**config.mk**
```make
export PLATFORM = sky130hd
export DESIGN_NAME = lcg48_random_generator_unit
export DESIGN_NICKNAME = d
export VERILOG_FILES = /design/src/rtl/lcg48_pkg.sv /design/src/rtl/lcg48_random_generator_unit.sv /design/src/rtl/lcg48_step.sv /design/src/rtl/lcg48_div.sv
export SDC_FILE = /design/constraint.sdc
export NUM_CORES = 2
export LEC_CHECK = 0
export BUFFER_PORTS_ARGS = -buffer_cell sky130_fd_sc_hd__buf_2
export CELL_PAD_IN_SITES_DETAIL_PLACEMENT = 1
export CELL_PAD_IN_SITES_GLOBAL_PLACEMENT = 1
export CORE_MARGIN = 3
export CORE_UTILIZATION = 56
export CTS_BUF_LIST = sky130_fd_sc_hd__clkbuf_8
export CTS_CLUSTER_SIZE = 10
export DETAILED_ROUTE_END_ITERATION = 12
export PLACE_DENSITY_LB_ADDON = 0.2
export SLEW_MARGIN = 30
export SYNTH_ARGS = -nofsm -noshare
export SYNTH_HDL_FRONTEND = slang
export SYNTH_SLANG_ARGS = --single-unit
```
**constraint.sdc**
```tcl
create_clock -name clk_i -period 42.1 [get_ports clk_i]
set_clock_uncertainty 0.05 [all_clocks]
set_input_delay 6.315 -clock clk_i [delete_from_list [all_inputs] [get_ports clk_i]]
set_output_delay 6.315 -clock clk_i [all_outputs]
set_load 0.05 [all_outputs]
```
**src/rtl/lcg48_pkg.sv**
```systemverilog
package lcg48_pkg;

  localparam int unsigned StateW = 48;
  localparam int unsigned MultW = 35;
  localparam int unsigned BoundW = 31;
  localparam int unsigned ValueW = 64;
  localparam int unsigned CntW = $clog2(MultW);
  localparam int unsigned DivCntW = $clog2(BoundW);

  localparam logic [MultW-1:0] LCG_MULT = 35'h5DEECE66D;
  localparam logic [StateW-1:0] LCG_ADD = 48'hB;
  localparam logic [StateW-1:0] LCG_RESET = 48'h5DEECE66D;

  typedef enum logic [2:0] {
    OP_SEED   = 3'd0,
    OP_INT    = 3'd1,
    OP_BOUND  = 3'd2,
    OP_LONG   = 3'd3,
    OP_BOOL   = 3'd4,
    OP_FLOAT  = 3'd5,
    OP_DOUBLE = 3'd6
  } op_e;

  typedef enum logic [1:0] {
    ST_IDLE,
    ST_DRAW,
    ST_DIV,
    ST_FINISH
  } ctl_state_e;

  typedef struct packed {
    logic start;
    logic load;
  } step_ctl_t;

endpackage

```
**src/rtl/lcg48_random_generator_unit.sv**
```systemverilog
// 48-bit linear congruential generator with the draw rules of the common
// library random class. An item on the input channel (op_i, seed_value_i,
// bound_i) is taken when in_valid_i is high and in_stall_o is low; exactly
// one result item (value_o) leaves on the output channel for each.
// Each state advance is a bit-serial shift-add multiply by the 35-bit
// multiplier constant. Seed and unused ops advance no state; int, bool and
// float take one state advance; long and double take two. A bounded int
// with a power-of-two bound takes one state advance; with another bound
// each attempt adds a pass through a bit-serial remainder unit, and a
// rejected draw repeats the attempt. A zero bound gives 0.
// One item is in work at a time. The result sits in an output register, so
// a new item is taken as soon as the previous one has reached it, even
// while the receiver stalls; the next result then waits until the output
// register is free.
// Reset loads the generator state with the scrambled zero seed and empties
// the output register.
module lcg48_random_generator_unit (
  input  logic                                  clk_i,
  input  logic                                  rst_ni,
  input  logic                                  in_valid_i,
  output logic                                  in_stall_o,
  input  logic [2:0]                            op_i,
  input  logic [lcg48_pkg::StateW-1:0]          seed_value_i,
  input  logic [lcg48_pkg::BoundW-1:0]          bound_i,
  output logic                                  out_valid_o,
  input  logic                                  out_stall_i,
  output logic signed [lcg48_pkg::ValueW-1:0]   value_o
);
  import lcg48_pkg::*;

  ctl_state_e        state_q, state_d;
  op_e               op_q, op_d;
  logic [BoundW-1:0] bound_q, bound_d;
  logic [31:0]       hi_q, hi_d;
  logic [BoundW-1:0] u_q, u_d;
  logic              idx_q, idx_d;
  logic [ValueW-1:0] res_q, res_d;
  logic              out_valid_q, out_valid_d;
  logic [ValueW-1:0] value_q, value_d;

  step_ctl_t         step_ctl;
  logic              step_done;
  logic [StateW-1:0] lcg;
  logic              div_start;
  logic              div_done;
  logic [BoundW-1:0] rem;

  logic [31:0]         draw32;
  logic [BoundW-1:0]   draw31;
  logic                pow2;
  logic [2*BoundW-1:0] prod;
  logic [31:0]         check;

  lcg48_step u_step (
    .clk_i   (clk_i),
    .rst_ni  (rst_ni),
    .ctl_i   (step_ctl),
    .seed_i  (seed_value_i),
    .done_o  (step_done),
    .state_o (lcg)
  );

  lcg48_div u_div (
    .clk_i   (clk_i),
    .rst_ni  (rst_ni),
    .start_i (div_start),
    .num_i   (draw31),
    .den_i   (bound_q),
    .done_o  (div_done),
    .rem_o   (rem)
  );

  assign draw32 = lcg[StateW-1:StateW-32];
  assign draw31 = lcg[StateW-1:StateW-BoundW];
  assign pow2   = (bound_q & (bound_q - 1'b1)) == '0;
  assign prod   = bound_q * draw31;
  // A draw is rejected when u - r + bound - 1 wraps negative in 32 bits.
  assign check  = {1'b0, u_q} - {1'b0, rem} + {1'b0, bound_q} - 32'd1;

  always_comb begin
    state_d     = state_q;
    op_d        = op_q;
    bound_d     = bound_q;
    hi_d        = hi_q;
    u_d         = u_q;
    idx_d       = idx_q;
    res_d       = res_q;
    step_ctl    = '0;
    div_start   = 1'b0;
    out_valid_d = out_valid_q && out_stall_i;
    value_d     = value_q;

    case (state_q)
      ST_IDLE: begin
        if (in_valid_i) begin
          op_d    = op_e'(op_i);
          bound_d = bound_i;
          idx_d   = 1'b0;
          res_d   = '0;
          case (op_e'(op_i))
            OP_SEED: begin
              step_ctl.load = 1'b1;
              state_d       = ST_FINISH;
            end
            OP_INT, OP_LONG, OP_BOOL, OP_FLOAT, OP_DOUBLE: begin
              step_ctl.start = 1'b1;
              state_d        = ST_DRAW;
            end
            OP_BOUND: begin
              if (bound_i == '0) begin
                state_d = ST_FINISH;
              end else begin
                step_ctl.start = 1'b1;
                state_d        = ST_DRAW;
              end
            end
            default: begin
              state_d = ST_FINISH;
            end
          endcase
        end
      end
      ST_DRAW: begin
        if (step_done) begin
          state_d = ST_FINISH;
          case (op_q)
            OP_INT: begin
              res_d = {{32{draw32[31]}}, draw32};
            end
            OP_LONG, OP_DOUBLE: begin
              if (!idx_q) begin
                hi_d           = draw32;
                idx_d          = 1'b1;
                step_ctl.start = 1'b1;
                state_d        = ST_DRAW;
              end else if (op_q == OP_LONG) begin
                res_d = {hi_q, 32'd0} + {{32{draw32[31]}}, draw32};
              end else begin
                res_d = {11'd0, hi_q[31:6], lcg[StateW-1:StateW-27]};
              end
            end
            OP_BOOL: begin
              res_d = {63'd0, lcg[StateW-1]};
            end
            OP_FLOAT: begin
              res_d = {40'd0, lcg[StateW-1:StateW-24]};
            end
            OP_BOUND: begin
              u_d = draw31;
              if (pow2) begin
                res_d = {33'd0, prod[2*BoundW-1:BoundW]};
              end else begin
                div_start = 1'b1;
                state_d   = ST_DIV;
              end
            end
            default: begin
              res_d = '0;
            end
          endcase
        end
      end
      ST_DIV: begin
        if (div_done) begin
          if (check[31]) begin
            step_ctl.start = 1'b1;
            state_d        = ST_DRAW;
          end else begin
            res_d   = {33'd0, rem};
            state_d = ST_FINISH;
          end
        end
      end
      ST_FINISH: begin
        if (!out_valid_q || !out_stall_i) begin
          out_valid_d = 1'b1;
          value_d     = res_q;
          state_d     = ST_IDLE;
        end
      end
      default: begin
        state_d = ST_IDLE;
      end
    endcase
  end

  always_ff @(posedge clk_i or negedge rst_ni) begin
    if (!rst_ni) begin
      state_q     <= ST_IDLE;
      out_valid_q <= 1'b0;
      idx_q       <= 1'b0;
    end else begin
      state_q     <= state_d;
      out_valid_q <= out_valid_d;
      idx_q       <= idx_d;
    end
  end

  always_ff @(posedge clk_i) begin
    op_q    <= op_d;
    bound_q <= bound_d;
    hi_q    <= hi_d;
    u_q     <= u_d;
    res_q   <= res_d;
    value_q <= value_d;
  end

  assign in_stall_o  = state_q != ST_IDLE;
  assign out_valid_o = out_valid_q;
  assign value_o     = value_q;

endmodule

```
**src/rtl/lcg48_step.sv**
```systemverilog
module lcg48_step (
  input  logic                           clk_i,
  input  logic                           rst_ni,
  input  lcg48_pkg::step_ctl_t           ctl_i,
  input  logic [lcg48_pkg::StateW-1:0]   seed_i,
  output logic                           done_o,
  output logic [lcg48_pkg::StateW-1:0]   state_o
);
  import lcg48_pkg::*;

  logic [StateW-1:0] state_q, state_d;
  logic [StateW-1:0] acc_q, acc_d;
  logic [CntW-1:0]   cnt_q, cnt_d;
  logic              busy_q, busy_d;
  logic              done_q, done_d;
  logic [StateW-1:0] acc_next;

  // One multiplier bit per cycle, most significant first (Horner form).
  always_comb begin
    acc_next = {acc_q[StateW-2:0], 1'b0};
    if (LCG_MULT[cnt_q]) begin
      acc_next = acc_next + state_q;
    end
    if (cnt_q == '0) begin
      acc_next = acc_next + LCG_ADD;
    end
  end

  always_comb begin
    state_d = state_q;
    acc_d   = acc_q;
    cnt_d   = cnt_q;
    busy_d  = busy_q;
    done_d  = 1'b0;
    if (busy_q) begin
      acc_d = acc_next;
      if (cnt_q == '0) begin
        state_d = acc_next;
        busy_d  = 1'b0;
        done_d  = 1'b1;
      end else begin
        cnt_d = cnt_q - 1'b1;
      end
    end else if (ctl_i.load) begin
      state_d = seed_i ^ StateW'(LCG_MULT);
    end else if (ctl_i.start) begin
      acc_d  = '0;
      cnt_d  = CntW'(MultW - 1);
      busy_d = 1'b1;
    end
  end

  always_ff @(posedge clk_i or negedge rst_ni) begin
    if (!rst_ni) begin
      state_q <= LCG_RESET;
      cnt_q   <= '0;
      busy_q  <= 1'b0;
      done_q  <= 1'b0;
    end else begin
      state_q <= state_d;
      cnt_q   <= cnt_d;
      busy_q  <= busy_d;
      done_q  <= done_d;
    end
  end

  always_ff @(posedge clk_i) begin
    acc_q <= acc_d;
  end

  assign done_o  = done_q;
  assign state_o = state_q;

endmodule

```
**src/rtl/lcg48_div.sv**
```systemverilog
module lcg48_div (
  input  logic                           clk_i,
  input  logic                           rst_ni,
  input  logic                           start_i,
  input  logic [lcg48_pkg::BoundW-1:0]   num_i,
  input  logic [lcg48_pkg::BoundW-1:0]   den_i,
  output logic                           done_o,
  output logic [lcg48_pkg::BoundW-1:0]   rem_o
);
  import lcg48_pkg::*;

  logic [BoundW-1:0]  num_q, num_d;
  logic [BoundW-1:0]  den_q, den_d;
  logic [BoundW-1:0]  rem_q, rem_d;
  logic [DivCntW-1:0] cnt_q, cnt_d;
  logic               busy_q, busy_d;
  logic               done_q, done_d;
  logic [BoundW:0]    trial;
  logic [BoundW:0]    diff;

  // Restoring division, one numerator bit per cycle.
  assign trial = {rem_q, num_q[BoundW-1]};
  assign diff  = trial - {1'b0, den_q};

  always_comb begin
    num_d  = num_q;
    den_d  = den_q;
    rem_d  = rem_q;
    cnt_d  = cnt_q;
    busy_d = busy_q;
    done_d = 1'b0;
    if (busy_q) begin
      num_d = {num_q[BoundW-2:0], 1'b0};
      rem_d = diff[BoundW] ? trial[BoundW-1:0] : diff[BoundW-1:0];
      if (cnt_q == '0) begin
        busy_d = 1'b0;
        done_d = 1'b1;
      end else begin
        cnt_d = cnt_q - 1'b1;
      end
    end else if (start_i) begin
      num_d  = num_i;
      den_d  = den_i;
      rem_d  = '0;
      cnt_d  = DivCntW'(BoundW - 1);
      busy_d = 1'b1;
    end
  end

  always_ff @(posedge clk_i or negedge rst_ni) begin
    if (!rst_ni) begin
      cnt_q  <= '0;
      busy_q <= 1'b0;
      done_q <= 1'b0;
    end else begin
      cnt_q  <= cnt_d;
      busy_q <= busy_d;
      done_q <= done_d;
    end
  end

  always_ff @(posedge clk_i) begin
    num_q <= num_d;
    den_q <= den_d;
    rem_q <= rem_d;
  end

  assign done_o = done_q;
  assign rem_o  = rem_q;

endmodule
```
**Word level (Yosys, flattened, before mapping)**

Memory sizes are Yosys's and may differ from the RTL's.
Cells that the tools add are included.

- Bits in registers: 432
- Bits in read-only memories: 64
- Input port bits: 86
- Output and inout bits: 66
- Word-level logic and storage cells: 168
- Memories kept: 1

Memory list:

| memory | depth | bits a word | read ports | clocked after memory_dff | wr ports | line | RTL |
|---|---|---|---|---|---|---|---|
| (name not given) | 64 | 1 | 1 | 0 | 0 | lcg48_step.sv:21 | `if (LCG_MULT[cnt_q]) begin` |

- Add/subtract/negate cells: 10
- Multipliers: 1
- Magnitude comparators: 1
- Eq/ne operators: 27
- Multiplexer cells: 73
- Bitwise logic cells: 4
- Reduce and logical (&&, ||, !) cells: 30

Operator list:

| operator | count |
|---|---|
| $mux 64 | 7 |
| $pmux 64 s5 | 1 |
| $mux 48 | 5 |
| $pmux 64 s3 | 1 |
| $mux 31 | 5 |
| $mux 47 | 3 |
| $add 64x64->64 | 1 |
| $logic_not 31->1 | 2 |
| $mul 31x31->62 | 1 |
| $add 48x4->48 const B | 1 |
| $add 48x48->48 | 1 |
| $add 32x31->32 | 1 |
| $sub 31x31->32 | 1 |
| $sub 32x1->32 const B | 1 |
| $sub 32x31->32 | 1 |
| $and 31x31->31 | 1 |
| $sub 31x1->31 const B | 1 |
| $mux 1 | 30 |
| $mux 6 | 4 |
| $not 23->23 | 1 |
| $eq 3x3->1 const B | 6 |
| $mux 2 | 8 |
| $mux 5 | 3 |
| $eq 3x2->1 const B | 4 |
| other kinds (29) | 56 |

**Logic depth before layout (Yosys ltp)**

- Word-level depth: 9
- Depth in mapped cells: 31
- Gate-level depth less buffers: 29

**Modules after synthesis**

Synthesis repeated with hierarchy kept, for this count alone.

- Cells, all modules: 6,068
- Area total of the unflattened synthesis: 57,889.3 µm²

By module, submodules not included:

| module | instances | cells an instance | area each (µm²) | seq. area each (µm²) |
|---|---|---|---|---|
| lcg48_random_generator_unit | 1 | 4,439 | 42,753.5 | 6,856.6 |
| lcg48_step | 1 | 1,111 | 9,349.0 | 2,841.5 |
| lcg48_div | 1 | 518 | 5,786.8 | 2,957.8 |

**Worst setup path after synthesis**

Ideal clock, no wire load.

- Kind: input -> register
- Start point: input in_valid_i
- End point: register res_q[0], enable pin
- Setup time: 0.828 ns
- Data arrival time: 16.557 ns
- Required time: 41.222 ns
- Setup slack: 24.665 ns
- Stages: 3
- Buffers on the path: 0
- Cells stage by stage: nand2b_1 o221ai_1 a2111oi_0

- Cells in the longest elaborated chain, start to end: 2

Ends and longest elaborated chain:

| element | line | RTL |
|---|---|---|
| start: declaration | lcg48_random_generator_unit.sv:20 | `input logic in_valid_i,` |
| $ne 2x2->1 (no source line) | n/a |  |
| $reduce_and 7->1 (no source line) | n/a |  |
| end signal: assignment | lcg48_random_generator_unit.sv:204 | `res_q <= res_d;` |
| end: declaration | lcg48_random_generator_unit.sv:37 | `logic [ValueW-1:0] res_q, res_d;` |

No other way between the ends.
A chain may end at the register's enable or synchronous reset.

**Final worst setup path**

- Start point: register u_step.state_q[24] (netlist: u_step.state_o[24])
- End point: register res_q[28] (data pin)

- Cells in the longest elaborated chain, start to end: 6
- Elaborated cells on any way between the ends: 8
- Those cells by class: add/sub: 1; mul: 1; mux: 6

Ends and longest elaborated chain:

| element | line | RTL |
|---|---|---|
| start: declaration | lcg48_step.sv:11 | `logic [StateW-1:0] state_q, state_d;` |
| start signal: assignment | lcg48_step.sv:60 | `state_q <= state_d;` |
| branches (longest 3 deep; another with $mul 31x31->62) | n/a |  |
| $pmux 64 s5 (*) | lcg48_random_generator_unit.sv:126 | `case (op_q)` |
| $mux 64 (*) | lcg48_random_generator_unit.sv:124 | `if (step_done) begin` |
| $pmux 64 s3 (*) | lcg48_random_generator_unit.sv:93 | `case (state_q)` |
| net res_d[28] | lcg48_random_generator_unit.sv:37 |  |

Mark *: on every way through the listed nets, which the timed path passes. The select of a mux whose other input is x is not followed.

==> impl_metrics.ini <==
[logic_synthesis]
synthSimpleGateAreaFrac_pct = 15.4
syn_avg_cell_area_sq_um = 9.63
netlist_area_sq_mm = 0.0560
ys_warn_count = 0
synth_nets = 7168
synth_fa_ha_area_share_pct = 40.1
synth_top_family_by_area = adder cells
synthArstFlopShare_pct = 15.5
seq_area_frac_synth_pct = 22.6
yosysTopAreaCell = fa_1
synth_seq_cells = 432
ys.flop_type = edfxtp_1
synth_cell_types = 91
synth_top_area_share_pct = 31.1
synth_edf_count = 364
synth-compound-area-share_pct = 9.63
synth_xor_area_share_pct = 2.49
synthMuxAreaShare_pct = 0.869
yosys-top-cells-area = fa_1, edfxtp_1, ha_1
syn_inst = 5813

[die]
dieHeight_microns = 322
rows = 115
core_area_sq_mm = 0.0987
fp.dieArea_sq_mm = 0.104
io_pins = 152
start_util_pct = 56.7
fp.dieW_microns = 322

[finish]
register_area_sq_mm = 0.0127
final_nets = 7173
multi_input_area_sq_mm = 0.0384
syn2layout_area_growth_pct = 6.56
drive_above_1_share_pct = 7.74
nFillCells = 11000

[route]
antenna_left = 0
routed_wl_mm = 199
wl_per_cell_microns = 27.7
viasPerCell = 6.29
drtIter0Drc = 4429
drtPass1Iterations = 6
remaining_drc_errors = 0
vias = 45200

[sta]
slew_violations = 0
setup_tns_ns = 0
timing.final.crit_share_pct = 22.8
finalSetupViolations = 0
period_needed_ns = 9.59
rsz0062_at_grt = false
hold_viol_final = 0
fmax_mhz = 104
tightest_slew_ns = 0.982
max_slew_margin_pct = 33.9

[pwr]
pwr-share-seq_pct = 35.4
pwr_density_cell_mw_per_mm2 = 21.7
finalPower_w = 0.00130
p_int_w = 0.000850
ir_drop_mv = 0.0241
p_sw_share_pct = 34.5
combPwrFrac_pct = 29.5
p_leak_nw = 28.2
power_switching_w = 0.000448
p_clk_share_pct = 35.1

[clock_network]
cts_buffers = 82
cts_max_level = 3
cts_tree = done
cts_hold_buffers = 0
cts_buffer_depth = 3
clock_latency_ns = 0.79
clk_pin_slew_ns = 0.07
post-cts-setup-buffers = 0
cts_resized = 0
cts_root_buf = clkbuf_8
cts.sinks = 432

[critical_path]
cp.arrival_ns = 9.97
crit_required_ns = 42.48
critPathMaxFanout = 20
worst_setup_path_end_kind = register
criticalPathCategory = reg2reg
startpoint_type = register

[grt]
grt_max_degree = 65
grt_use_total_pct = 38.9
antenna_found_initial = 17
grt_pass1_vias = 50400
grt_remaining_overflow = 0
grt_pass1_wl_mm = 303

[placement]
routabilityCongestion = 0.951
dp_hpwl_mm = 141
numPortBuffers = 151

[run_status]
status = completed

[worst_hold_path]
min_path_type = reg2reg

[job]
maxCapViolations = 0
-- synthesized netlist by cell type (12+ instances only) --
cell type and number:
nor3_1 45, a2111oi_0 13, nand4_1 42, nor2_1 238
edfxtp_1 364, a221oi_1 34, ha_1 400, o21ai_0 141
a22o_1 22, clkbuf_1 311, a211o_1 12, inv_1 989
dfrtp_1 44, xnor2_1 97, o22a_1 22, nor2b_1 47
a21oi_1 196, buf_1 14, and2_1 450, o211ai_1 18
mux2i_1 43, o21a_1 25, o22ai_1 13, nand2_1 782
dfstp_2 23, o221ai_1 19, fa_1 869, a31oi_1 16
a21o_1 76, nand2b_1 20, a211oi_1 26, xor2_1 62
or3_1 18, nand3_1 49, o21bai_1 24, nor4_1 24
a22oi_1 27, o31ai_1 17, and3_1 22
-- registers in the layout, indices dropped and copies added (netlist names) --
signal          flops
bound_q            31
hi_q               32
idx_q               1
op_q                3
out_valid_o         1
res_q              64
state_q             2
u_div.busy_q        1
u_div.cnt_q         5
u_div.den_q        31
u_div.done_o        1
u_div.num_q        31
u_div.rem_o        31
u_q                31
u_step.acc_q       47
u_step.busy_q       1
u_step.cnt_q        6
u_step.done_o       1
u_step.state_o     48
value_o            64
-- layer usage --
layer  GRT usage, %  up-vias  routed length, microns
li1               -    18700                       -
met1           51.1    23400                   76700
met2           62.2     2433                   91600
met3           8.13      646                   19800
met4           18.8       10                   10900
met5              0        -                      77
-- logic make-up after synthesis --
kind of cell / after synthesis
AO/OA/AOI/OAI: 794
adder cells (fa/ha/maj): 1272
XOR/XNOR: 159
flip-flops: 432
buffers and inverters: 1323
AND/OR/NAND/NOR: 1786
multiplexers: 47
-- placed cells by master (no fill, tap or decap), drive strengths merged, types with 17 or more instances in the layout --
cell | netlist | final
nor3 | 48 | 48
dfstp | 23 | 23
a211oi | 26 | 26
clkinv | 2 | 27
dfrtp | 44 | 44
xor2 | 62 | 62
o22a | 22 | 22
nor2 | 240 | 240
o221ai | 19 | 19
o21a | 25 | 25
nand2b | 20 | 20
ha | 400 | 400
nand3 | 49 | 49
buf | 21 | 253
xnor2 | 97 | 97
o31ai | 17 | 17
a221oi | 34 | 34
mux2i | 43 | 43
and3 | 22 | 22
a21oi | 197 | 197
nor4 | 27 | 27
o21ai | 145 | 145
nand2 | 782 | 782
a21o | 76 | 76
edfxtp | 364 | 364
and2 | 450 | 450
nor2b | 47 | 47
or3 | 20 | 20
clkbuf | 311 | 93
a22o | 22 | 22
o21bai | 24 | 24
nand4 | 43 | 43
fa | 869 | 869
o211ai | 18 | 18
inv | 989 | 1018
a22oi | 27 | 27
-- cell type report --
class	count	share of cell area, %
Tap cell	1287	2.70
Clock buffer	93	2.15
Timing Repair Buffer	253	2.57
Sequential cell	432	21.2
Inverter	991	6.23
Clock inverter	61	0.757
Antenna cell	6	0.0252
Multi-Input combinational cell	4058	64.3
-- worst max-delay path: stages, from the launching register on --
cell and delay, ns:
dfrtp_2 0.83, buf_4 0.55, nand2_1 0.18, fa_1 0.56, fa_1 0.55, fa_1 0.49, fa_1 0.56, inv_1 0.06
fa_1 0.45, fa_1 0.46, fa_1 0.56, fa_1 0.43, ha_1 0.38, a21o_1 0.24, a2111oi_0 0.49, a211o_1 0.23
o221a_2 0.18, o21ai_1 0.24, o211ai_1 0.38, and3_1 0.29, nor2_1 0.12, a211o_1 0.33, a21oi_1 0.21, xor2_1 0.19
o221ai_1 0.18
-- power groups by stage --
stage                     clock network, W  registers [W]  logic, W
final                             0.000455       0.000460  0.000383
after global routing              0.000477       0.000460  0.000418
after CTS                         0.000460       0.000460  0.000375
after detailed placement                 0       0.000469  0.000372
after global placement                   0       0.000469  0.000348
after floorplan                          0       0.000469  0.000244
-- final timing paths --
kind / cells past startpoint / from / end / slack [ns]
worst max-delay path: 24 / u_step.state_o[24]$_DFFE_PN0P_ / res_q[28]$_DFFE_PP_ / 32.51
worst min-delay path: 0 / res_q[61]$_DFFE_PP_ / value_o[61]$_DFFE_PP_ / 0.34
worst max register to register: 24 / u_step.state_o[24]$_DFFE_PN0P_ / res_q[28]$_DFFE_PP_ / 32.51
worst min register to register: 0 / res_q[61]$_DFFE_PP_ / value_o[61]$_DFFE_PP_ / 0.34
max in group asynchronous: 2 / rst_ni / u_step.state_o[20]$_DFFE_PN0P_ / 35.45
min in group asynchronous: 1 / rst_ni / u_step.state_o[12]$_DFFE_PN0P_ / 5.40
-- per-stage QoR --
step           setup slack (ns)  instances  util (%)  cell area [sq um]  hold slack, ns
5_1_grt                   32.33       7177      60.4              59700           0.358
2_1_floorplan             24.66       5813         -              56000           0.350
3_5_place_dp              32.54       7021      58.7              57900           0.356
4_1_cts                   32.65       7175      60.4              59600           0.325
3_3_place_gp              32.62       7021      58.7              57900           0.352
6_report                  32.51       7181      60.4              59700           0.343
No activity file was read; power rests on OpenSTA's default activity.
